--- config.mk ---
export PLATFORM = sky130hd
export DESIGN_NAME = two_class_fifo_oldest_dequeue
export DESIGN_NICKNAME = d
export VERILOG_FILES = /design/src/design/tcfod_pkg.sv /design/src/design/tcfod_class_fifo.sv /design/src/design/two_class_fifo_oldest_dequeue.sv
export SDC_FILE = /design/constraint.sdc
export NUM_CORES = 1
export LEC_CHECK = 0
export BUFFER_PORTS_ARGS = -buffer_cell sky130_fd_sc_hd__buf_2
export CORE_MARGIN = 1
export CORE_UTILIZATION = 50
export CTS_BUF_LIST = sky130_fd_sc_hd__clkbuf_16
export CTS_CLUSTER_SIZE = 8
export DETAILED_ROUTE_END_ITERATION = 7
export PLACE_DENSITY = 0.72
export RECOVER_POWER = 25
export SYNTH_ARGS = -nofsm -noshare
export SYNTH_HDL_FRONTEND = slang
export SYNTH_SLANG_ARGS = --single-unit
--- constraint.sdc ---
create_clock -name clk_i -period 7.89 [get_ports clk_i]
set_clock_uncertainty 0.15 [all_clocks]
set_input_delay 0.3945 -clock clk_i [delete_from_list [all_inputs] [get_ports clk_i]]
set_output_delay 0.3945 -clock clk_i [all_outputs]
set_load 0.02 [all_outputs]
--- src/design/tcfod_pkg.sv ---
// Shared types and codes for the two-class FIFO with oldest-of-any dequeue.
// No dependencies; imported by every module of the block and by its checker.
`default_nettype none

package tcfod_pkg;

  typedef enum logic [1:0] {
    CMD_ENQ    = 2'd0,
    CMD_ANY    = 2'd1,
    CMD_CLASS0 = 2'd2,
    CMD_CLASS1 = 2'd3
  } cmd_e;

  typedef enum logic [1:0] {
    ST_ENQUEUED = 2'd0,
    ST_REMOVED  = 2'd1,
    ST_NONE     = 2'd2,
    ST_FULL     = 2'd3
  } status_e;

  typedef enum logic [1:0] {
    S_IDLE = 2'b01,
    S_EXEC = 2'b10
  } state_e;

  // Update request into one class FIFO.
  typedef struct packed {
    logic push;
    logic pop;
  } fifo_ctrl_t;

  // Occupancy flags of one class FIFO.
  typedef struct packed {
    logic empty;
    logic full;
  } fifo_stat_t;

endpackage

`default_nettype wire

--- src/design/tcfod_class_fifo.sv ---
// One class FIFO: a synchronous memory with a registered head read port,
// plus head and tail pointers with wrap phase. Uses tcfod_pkg.
`default_nettype none

module tcfod_class_fifo #(
  parameter int DEPTH = 16,
  parameter int DW    = 38
) (
  input  logic                   clk_i,
  input  logic                   rst_ni,
  input  tcfod_pkg::fifo_ctrl_t  ctrl_i,
  input  logic [DW-1:0]          wdata_i,
  output tcfod_pkg::fifo_stat_t  stat_o,
  output logic [DW-1:0]          head_data_o
);
  import tcfod_pkg::*;

  localparam int IW = (DEPTH > 1) ? $clog2(DEPTH) : 1;
  localparam logic [IW-1:0] LastIdx = IW'(DEPTH - 1);

  logic [DW-1:0] mem [DEPTH];
  logic [DW-1:0] rdata_q;

  logic [IW-1:0] head_idx_q, head_idx_d, tail_idx_q, tail_idx_d;
  logic          head_ph_q, head_ph_d, tail_ph_q, tail_ph_d;

  // Advance pointers, wrapping the index and toggling the phase.
  always_comb begin
    head_idx_d = head_idx_q;
    head_ph_d  = head_ph_q;
    tail_idx_d = tail_idx_q;
    tail_ph_d  = tail_ph_q;
    if (ctrl_i.pop) begin
      if (head_idx_q == LastIdx) begin
        head_idx_d = '0;
        head_ph_d  = ~head_ph_q;
      end else begin
        head_idx_d = head_idx_q + 1'b1;
      end
    end
    if (ctrl_i.push) begin
      if (tail_idx_q == LastIdx) begin
        tail_idx_d = '0;
        tail_ph_d  = ~tail_ph_q;
      end else begin
        tail_idx_d = tail_idx_q + 1'b1;
      end
    end
  end

  always_ff @(posedge clk_i or negedge rst_ni) begin
    if (!rst_ni) begin
      head_idx_q <= '0;
      head_ph_q  <= 1'b0;
      tail_idx_q <= '0;
      tail_ph_q  <= 1'b0;
    end else begin
      head_idx_q <= head_idx_d;
      head_ph_q  <= head_ph_d;
      tail_idx_q <= tail_idx_d;
      tail_ph_q  <= tail_ph_d;
    end
  end

  always_ff @(posedge clk_i) begin
    if (ctrl_i.push) begin
      mem[tail_idx_q] <= wdata_i;
    end
    rdata_q <= mem[head_idx_q];
  end

  assign stat_o.empty = (head_idx_q == tail_idx_q) && (head_ph_q == tail_ph_q);
  assign stat_o.full  = (head_idx_q == tail_idx_q) && (head_ph_q != tail_ph_q);
  assign head_data_o  = rdata_q;

endmodule

`default_nettype wire

--- src/design/two_class_fifo_oldest_dequeue.sv ---
// Top level of the two-class FIFO with oldest-of-any dequeue.
// Depends on tcfod_pkg and tcfod_class_fifo.
//
//   channel | direction | handshake                | payload
//   --------+-----------+--------------------------+----------------------------------
//   in      | sink      | in_valid_i / in_ready_o  | command_i, kind_i, payload_i
//   out     | source    | out_valid_o / out_ready_i| status_o, out_kind_o, out_payload_o
//
// For each request word, both class memories load their head entry into the read
// register at the accept edge; the execute cycle compares head stamps, updates
// pointers and writes the memory. The next word is accepted in the cycle after
// execute; no new word is taken while one is held for execute. Execute holds
// while the output register still carries an untaken word. Reset clears pointers,
// stamp counter and handshake state; the memories keep their data.
`default_nettype none

module two_class_fifo_oldest_dequeue #(
  parameter int CLASS_DEPTH   = 16,
  parameter int PAYLOAD_WIDTH = 32
) (
  input  logic               clk_i,
  input  logic               rst_ni,
  input  logic               in_valid_i,
  output logic               in_ready_o,
  input  logic [1:0]         command_i,
  input  logic               kind_i,
  input  logic signed [31:0] payload_i,
  output logic               out_valid_o,
  input  logic               out_ready_i,
  output logic [1:0]         status_o,
  output logic               out_kind_o,
  output logic signed [31:0] out_payload_o
);
  import tcfod_pkg::*;

  // Stamps wrap modulo four times the class depth.
  localparam int SW = $clog2(4 * CLASS_DEPTH);
  localparam int DW = PAYLOAD_WIDTH + SW;
  localparam logic [SW-1:0] StampLast = SW'(4 * CLASS_DEPTH - 1);
  localparam logic [SW:0]   StampMod  = (SW + 1)'(4 * CLASS_DEPTH);
  localparam logic [SW:0]   StampHalf = (SW + 1)'(2 * CLASS_DEPTH);

  state_e state_q, state_d;

  // Request held from accept until execute.
  cmd_e                     cmd_q;
  logic                     kind_q;
  logic [PAYLOAD_WIDTH-1:0] pay_q;

  logic [SW-1:0] stamp_q, stamp_d;

  // Output register.
  logic        out_valid_q, out_valid_d;
  status_e     status_q, status_d;
  logic        okind_q, okind_d;
  logic [31:0] opay_q, opay_d;

  fifo_ctrl_t    ctrl0, ctrl1;
  fifo_stat_t    stat0, stat1;
  logic [DW-1:0] head0, head1, wdata;

  logic [63:0] pay_wide;
  logic        out_free, exec;
  logic [SW:0] stamp_diff, stamp_dist;
  logic        pick0, sel, sel_has;
  logic signed [PAYLOAD_WIDTH-1:0] sel_pay;
  logic signed [63:0]              sel_ext;

  assign in_ready_o = (state_q == S_IDLE);
  assign out_free   = !out_valid_q || out_ready_i;
  assign exec       = (state_q == S_EXEC) && out_free;

  // Keep the low payload bits; widths beyond 32 hold zeros above.
  assign pay_wide = {32'b0, payload_i};
  assign wdata    = {stamp_q, pay_q};

  // Class 0 is older when class 1's stamp lies less than half the range ahead.
  always_comb begin
    stamp_diff = {1'b0, head1[DW-1 -: SW]} - {1'b0, head0[DW-1 -: SW]};
    stamp_dist = stamp_diff[SW] ? (stamp_diff + StampMod) : stamp_diff;
    pick0      = (stamp_dist < StampHalf);
  end

  // Choose the class to serve and whether it has a word.
  always_comb begin
    sel     = 1'b0;
    sel_has = 1'b0;
    case (cmd_q)
      CMD_ANY: begin
        if (!stat0.empty && !stat1.empty) begin
          sel     = !pick0;
          sel_has = 1'b1;
        end else if (!stat0.empty) begin
          sel     = 1'b0;
          sel_has = 1'b1;
        end else if (!stat1.empty) begin
          sel     = 1'b1;
          sel_has = 1'b1;
        end
      end
      CMD_CLASS0: begin
        sel     = 1'b0;
        sel_has = !stat0.empty;
      end
      CMD_CLASS1: begin
        sel     = 1'b1;
        sel_has = !stat1.empty;
      end
      default: begin
        sel     = kind_q;
        sel_has = 1'b0;
      end
    endcase
  end

  assign sel_pay = sel ? head1[PAYLOAD_WIDTH-1:0] : head0[PAYLOAD_WIDTH-1:0];
  assign sel_ext = 64'(sel_pay);

  // Next state: accept in idle; in execute, update the FIFOs, the stamp counter and the output register.
  always_comb begin
    state_d     = state_q;
    stamp_d     = stamp_q;
    out_valid_d = out_valid_q && !out_ready_i;
    status_d    = status_q;
    okind_d     = okind_q;
    opay_d      = opay_q;
    ctrl0       = '0;
    ctrl1       = '0;
    case (state_q)
      S_IDLE: begin
        if (in_valid_i) begin
          state_d = S_EXEC;
        end
      end
      S_EXEC: begin
        if (out_free) begin
          state_d     = S_IDLE;
          out_valid_d = 1'b1;
          okind_d     = 1'b0;
          opay_d      = '0;
          if (cmd_q == CMD_ENQ) begin
            if (kind_q ? stat1.full : stat0.full) begin
              status_d = ST_FULL;
            end else begin
              status_d   = ST_ENQUEUED;
              ctrl0.push = !kind_q;
              ctrl1.push = kind_q;
              stamp_d    = (stamp_q == StampLast) ? '0 : stamp_q + 1'b1;
            end
          end else if (sel_has) begin
            status_d  = ST_REMOVED;
            okind_d   = sel;
            opay_d    = sel_ext[31:0];
            ctrl0.pop = !sel;
            ctrl1.pop = sel;
          end else begin
            status_d = ST_NONE;
          end
        end
      end
      default: begin
        state_d = S_IDLE;
      end
    endcase
  end

  always_ff @(posedge clk_i or negedge rst_ni) begin
    if (!rst_ni) begin
      state_q     <= S_IDLE;
      stamp_q     <= '0;
      out_valid_q <= 1'b0;
    end else begin
      state_q     <= state_d;
      stamp_q     <= stamp_d;
      out_valid_q <= out_valid_d;
    end
  end

  // Capture the request word on accept; load the output register on execute.
  always_ff @(posedge clk_i) begin
    if (in_valid_i && in_ready_o) begin
      cmd_q  <= cmd_e'(command_i);
      kind_q <= kind_i;
      pay_q  <= pay_wide[PAYLOAD_WIDTH-1:0];
    end
    if (exec) begin
      status_q <= status_d;
      okind_q  <= okind_d;
      opay_q   <= opay_d;
    end
  end

  tcfod_class_fifo #(
    .DEPTH (CLASS_DEPTH),
    .DW    (DW)
  ) u_class0 (
    .clk_i       (clk_i),
    .rst_ni      (rst_ni),
    .ctrl_i      (ctrl0),
    .wdata_i     (wdata),
    .stat_o      (stat0),
    .head_data_o (head0)
  );

  tcfod_class_fifo #(
    .DEPTH (CLASS_DEPTH),
    .DW    (DW)
  ) u_class1 (
    .clk_i       (clk_i),
    .rst_ni      (rst_ni),
    .ctrl_i      (ctrl1),
    .wdata_i     (wdata),
    .stat_o      (stat1),
    .head_data_o (head1)
  );

  assign out_valid_o   = out_valid_q;
  assign status_o      = status_q;
  assign out_kind_o    = okind_q;
  assign out_payload_o = opay_q;

endmodule

`default_nettype wire

==> metrics.txt <==
# TYPE chip_impl_metric gauge
chip_impl_metric{name="total_of_fill_cells_in_the_finished_design",unit=""} 6975
chip_impl_metric{name="grt.total_usage",unit="%"} 23.11
chip_impl_metric{name="tritoncts.num_buffers",unit=""} 191
chip_impl_metric{name="post_synthesis_instance_total",unit=""} 2131
chip_impl_metric{name="drive_above_1_share",unit="%"} 30.17
chip_impl_metric{name="cts_buffer_depth",unit=""} 3
chip_impl_info{name="rsz_0062_raised_after_global_routing",value="false"} 1
chip_impl_metric{name="synth_top_area_share",unit="%"} 74.80
chip_impl_metric{name="min_period",unit="ns"} 4.306
chip_impl_metric{name="floorplan.die.height",unit="µm"} 323.3
chip_impl_metric{name="synth_area",unit="mm²"} 0.05163
chip_impl_metric{name="sw_frac_of_total",unit="%"} 26.03
chip_impl_info{name="status",value="finished, violations left"} 1
chip_impl_metric{name="comb_power_share",unit="%"} 17.0
chip_impl_metric{name="first_global_vias",unit=""} 24618
chip_impl_metric{name="maxSlewViolCount",unit=""} 408
chip_impl_metric{name="num-nets-final",unit=""} 2457
chip_impl_metric{name="pwr-share-clk",unit="%"} 37.4
chip_impl_metric{name="io_pins",unit=""} 76
chip_impl_info{name="crit_path_end_kind",value="flop"} 1
chip_impl_metric{name="finalSetupTns",unit="ns"} 0
chip_impl_info{name="violations",value="capacitance limit, slew limit"} 1
chip_impl_metric{name="post_route_clock_period_utilization",unit="%"} 54.57
chip_impl_metric{name="grt_max_degree",unit=""} 62
chip_impl_metric{name="p_seq_share",unit="%"} 45.6
chip_impl_metric{name="initial_core_util",unit="%"} 50.60
chip_impl_info{name="worstHoldPathType",value="in -> reg"} 1
chip_impl_metric{name="globalRouteOverflowTotal",unit=""} 0
chip_impl_metric{name="cts.sink_count",unit=""} 1391
chip_impl_metric{name="worst-endpoint-arrival",unit="ns"} 4.53
chip_impl_metric{name="worst_slew_margin_relative_to_its_limit",unit="%"} -26.21
chip_impl_info{name="maxUsedRoutingLayer",value="met4"} 1
chip_impl_metric{name="clkSlewWorstSetupHoldPaths",unit="ns"} 0.05
chip_impl_metric{name="drt_drc_violations_left",unit=""} 0
chip_impl_info{name="ys_top_cells_by_area",value="edfxtp_1 (75%), mux4_2 (17%), dfxtp_1 (2.9%), dfrtp_1 (1.4%), mux2i_1 (0.62%)"} 1
chip_impl_metric{name="ys_warn_count",unit=""} 0
chip_impl_metric{name="post_cts_buffers",unit=""} 0
chip_impl_metric{name="gp_routability_congestion",unit=""} 0.7979
chip_impl_metric{name="synthesis.nets",unit=""} 2185
chip_impl_metric{name="synthDistinctLibCells",unit=""} 51
chip_impl_info{name="crit_path_start_kind",value="flop"} 1
chip_impl_metric{name="power_report.internal_total",unit="µW"} 14630
chip_impl_metric{name="whs",unit="ns"} 0.1807
chip_impl_metric{name="design_area",unit="mm²"} 0.05997
chip_impl_metric{name="wirelength",unit="mm"} 117.9
chip_impl_metric{name="fp.dieArea",unit="mm²"} 0.1045
chip_impl_metric{name="clock_insertion_delay_worst_skew",unit="ns"} 0.77
chip_impl_metric{name="met3WireLength",unit="mm"} 9.368
chip_impl_info{name="crit_chain",value="xor2_1 -> nor4_2 -> a21oi_1 -> nand2_1 -> nor2_4 -> buf_4"} 1
chip_impl_metric{name="crit_path_max_incr_delay",unit="ns"} 1.10
chip_impl_metric{name="seq_area_frac_synth",unit="%"} 79.16
chip_impl_metric{name="cp.required",unit="ns"} 8.12
chip_impl_metric{name="fp.dieW",unit="µm"} 323.3
chip_impl_metric{name="hold_viol",unit=""} 0
chip_impl_info{name="cts_tree",value="built"} 1
chip_impl_metric{name="placed_cell_area",unit="mm²"} 0.05398
chip_impl_info{name="worst-setup-path-type",value="reg -> reg"} 1
chip_impl_metric{name="insertedDiodeCount",unit=""} 0
chip_impl_metric{name="p_sw",unit="µW"} 5150
chip_impl_metric{name="multi_input_comb_area",unit="mm²"} 0.01045
chip_impl_metric{name="cts-hold-fix-buffers",unit=""} 37
chip_impl_metric{name="viasPerCell",unit=""} 6.022
chip_impl_metric{name="timing.final.setup_violations",unit=""} 0
chip_impl_metric{name="initial_antenna_violation_count",unit=""} 3
chip_impl_info{name="cts-root-buf",value="clkbuf_16"} 1
chip_impl_metric{name="max_freq",unit="GHz"} 0.2323
chip_impl_metric{name="areaGrowthSynthToFinish",unit="%"} 16.15
chip_impl_metric{name="final-seq-area",unit="mm²"} 0.04089
chip_impl_metric{name="hpwl_after_detailed_placement",unit="mm"} 63.48
chip_impl_metric{name="wire_length_of_the_first_global_routing_pass",unit="mm"} 170.8
chip_impl_metric{name="leakage_dissipation",unit="µW"} 0.01974
chip_impl_metric{name="share_of_synthesized_flip_flops_with_an_asynchronous_set_or_reset",unit="%"} 2.085
chip_impl_metric{name="detailedRoute.firstPassIterationCount",unit=""} 6
chip_impl_metric{name="cts_resized",unit=""} 0
chip_impl_metric{name="synth_edf_count",unit=""} 1286
chip_impl_metric{name="post_route_m1_wl",unit="mm"} 46.28
chip_impl_metric{name="io_buffers",unit=""} 75
chip_impl_metric{name="mean_post_synth_cell_area",unit="µm²"} 24.23
chip_impl_metric{name="worst_ir_drop_vdd",unit="mV"} 0.2440
chip_impl_metric{name="rows",unit=""} 117
chip_impl_metric{name="clock_tree.htree_level_count",unit=""} 4
chip_impl_metric{name="drt_iter0_markers",unit=""} 2808
chip_impl_metric{name="worst-slew-pin-transition",unit="ns"} 1.893
chip_impl_info{name="synth_top_flop_cell",value="edfxtp_1"} 1
chip_impl_metric{name="dr_wl_met2",unit="mm"} 59.90
chip_impl_metric{name="route.vias.total",unit=""} 23650
chip_impl_info{name="yosysTopAreaCell",value="edfxtp_1"} 1
chip_impl_metric{name="drt-wirelength-per-cell",unit="µm"} 30.02
chip_impl_metric{name="ant_nets",unit=""} 0
chip_impl_metric{name="floorplan.core_area",unit="mm²"} 0.1020
chip_impl_metric{name="timing.critical_path.fanout_max",unit=""} 44
chip_impl_metric{name="max_cap_viol_count",unit=""} 12
chip_impl_metric{name="synth_seq_cells",unit=""} 1391
chip_impl_info{name="timing.critical_path.slowest_stage_cell",value="dfrtp_4"} 1
chip_impl_metric{name="power_per_cell_area",unit="mW/mm²"} 329.9
## flip-flops by register name, indices dropped and copies added, names as in the netlist, 2 cells and up
register	count
u_class0.tail_idx_q	4
u_class1.head_data_o	38
u_class1.head_idx_q	4
pay_q	32
u_class1.tail_idx_q	4
u_class1.mem	608
state_q	2
status_o	2
stamp_q	6
cmd_q	2
out_payload_o	32
u_class0.mem	608
u_class0.head_idx_q	4
u_class0.head_data_o	38
## cell families (layout without fill, tap and decap cells)
group | count (synthesis) | after routing | share of synthesized area [%]
AO/OA/AOI/OAI | 41 | 41 | 0.5865
XOR/XNOR | 25 | 25 | 0.4387
adder cells (fa/ha/maj) | 15 | 15 | 0.3635
buffers and inverters | 118 | 546 | 1.023
flip-flops | 1391 | 1391 | 79.16
multiplexers | 417 | 417 | 17.31
AND/OR/NAND/NOR | 124 | 124 | 1.127
## cells in the final DEF, fill, tap and decap left out, drive strengths merged, types with 28 or more instances in the layout
cell / n
mux4: 380
buf: 127
inv: 165
mux2i: 32
dfxtp: 76
clkbuf: 210
edfxtp: 1286
dfrtp: 28
dlygate4sd3: 37
nor2: 58
## path summary, 6_finish.rpt
| check | from | to | slack [ns] | depth (start not counted) |
|---|---|---|---|---|
| worst max-delay path | u_class1.head_idx_q[2] | u_class1.mem[11][5] | 3.58 | 6 |
| worst min-delay path | payload_i[23] | pay_q[23] | 0.18 | 2 |
| worst max register to register | u_class1.head_idx_q[2] | u_class1.mem[11][5] | 3.58 | 6 |
| worst min register to register | u_class0.tail_ph_q | u_class0.tail_ph_q | 0.39 | 1 |
| max in group asynchronous | rst_ni | u_class0.head_idx_q[1] | 5.72 | 2 |
| min in group asynchronous | rst_ni | u_class1.head_idx_q[3] | 0.58 | 2 |
## critical path: cells and delay by family (launching register included)
kind,cells,cell delay [ns]
and+or+nand+nor,3,1.14
DFF,1,1.10
AOI/OAI and AO/OA,1,0.74
buffers and inverters,1,0.52
xor gates and xnor gates,1,0.23
## metrics by stage
stage	util (%)	total power, µW	setup WS [ns]	std cells
after global routing	58.77	20430	3.236	3927
after CTS	58.76	19980	3.411	3924
after floorplan	-	11480	1.742	2131
final	58.77	19780	3.585	3927
after detailed placement	52.90	12550	3.490	3538
after global placement	52.90	12490	3.530	3538
## routing by layer
metal,vias up,GRT usage [%]
li1,9610,-
met1,12738,31.53
met2,1140,37.91
met3,162,4.846
met4,0,6.603
met5,-,0
## cell usage after synthesis, types with 2 or more instances
| cell type | number |
|---|---|
| inv_1 | 16 |
| a21oi_1 | 4 |
| nor2_2 | 3 |
| dfxtp_1 | 76 |
| clkbuf_1 | 47 |
| nand3_1 | 9 |
| mux2i_1 | 32 |
| dfrtp_1 | 28 |
| o21ai_0 | 11 |
| clkbuf_2 | 3 |
| buf_2 | 38 |
| nor2b_1 | 3 |
| xnor2_1 | 15 |
| mux2_2 | 5 |
| nor2_1 | 55 |
| nor3_1 | 14 |
| buf_1 | 11 |
| a31oi_1 | 3 |
| and3_1 | 3 |
| buf_8 | 3 |
| a21o_1 | 4 |
| o31ai_1 | 3 |
| o21ai_1 | 2 |
| and2_1 | 6 |
| edfxtp_1 | 1286 |
| ha_1 | 15 |
| nand2_1 | 15 |
| mux4_2 | 380 |
| xor2_1 | 9 |
| nand2b_1 | 6 |
| nand4_1 | 5 |
| a21boi_0 | 2 |
## area by class of cell
| type | count | area share (%) |
|---|---|---|
| Sequential cell | 1391 | 68.18 |
| Clock inverter | 156 | 1.308 |
| Inverter | 16 | 0.1022 |
| Clock buffer | 193 | 8.054 |
| Multi-Input combinational cell | 622 | 17.42 |
| Timing Repair Buffer | 181 | 2.080 |
| Tap cell | 1368 | 2.854 |
## power by group through the flow
stage | combinational, µW | clock (µW) | sequential [µW]
CTS | 3440 | 7500 | 9030
floorplan | 2710 | 0 | 8760
detailed placement | 3380 | 0 | 9170
global placement | 3340 | 0 | 9150
global route | 3570 | 7800 | 9060
finish | 3370 | 7390 | 9020
Power figures use the tool's default switching activity.
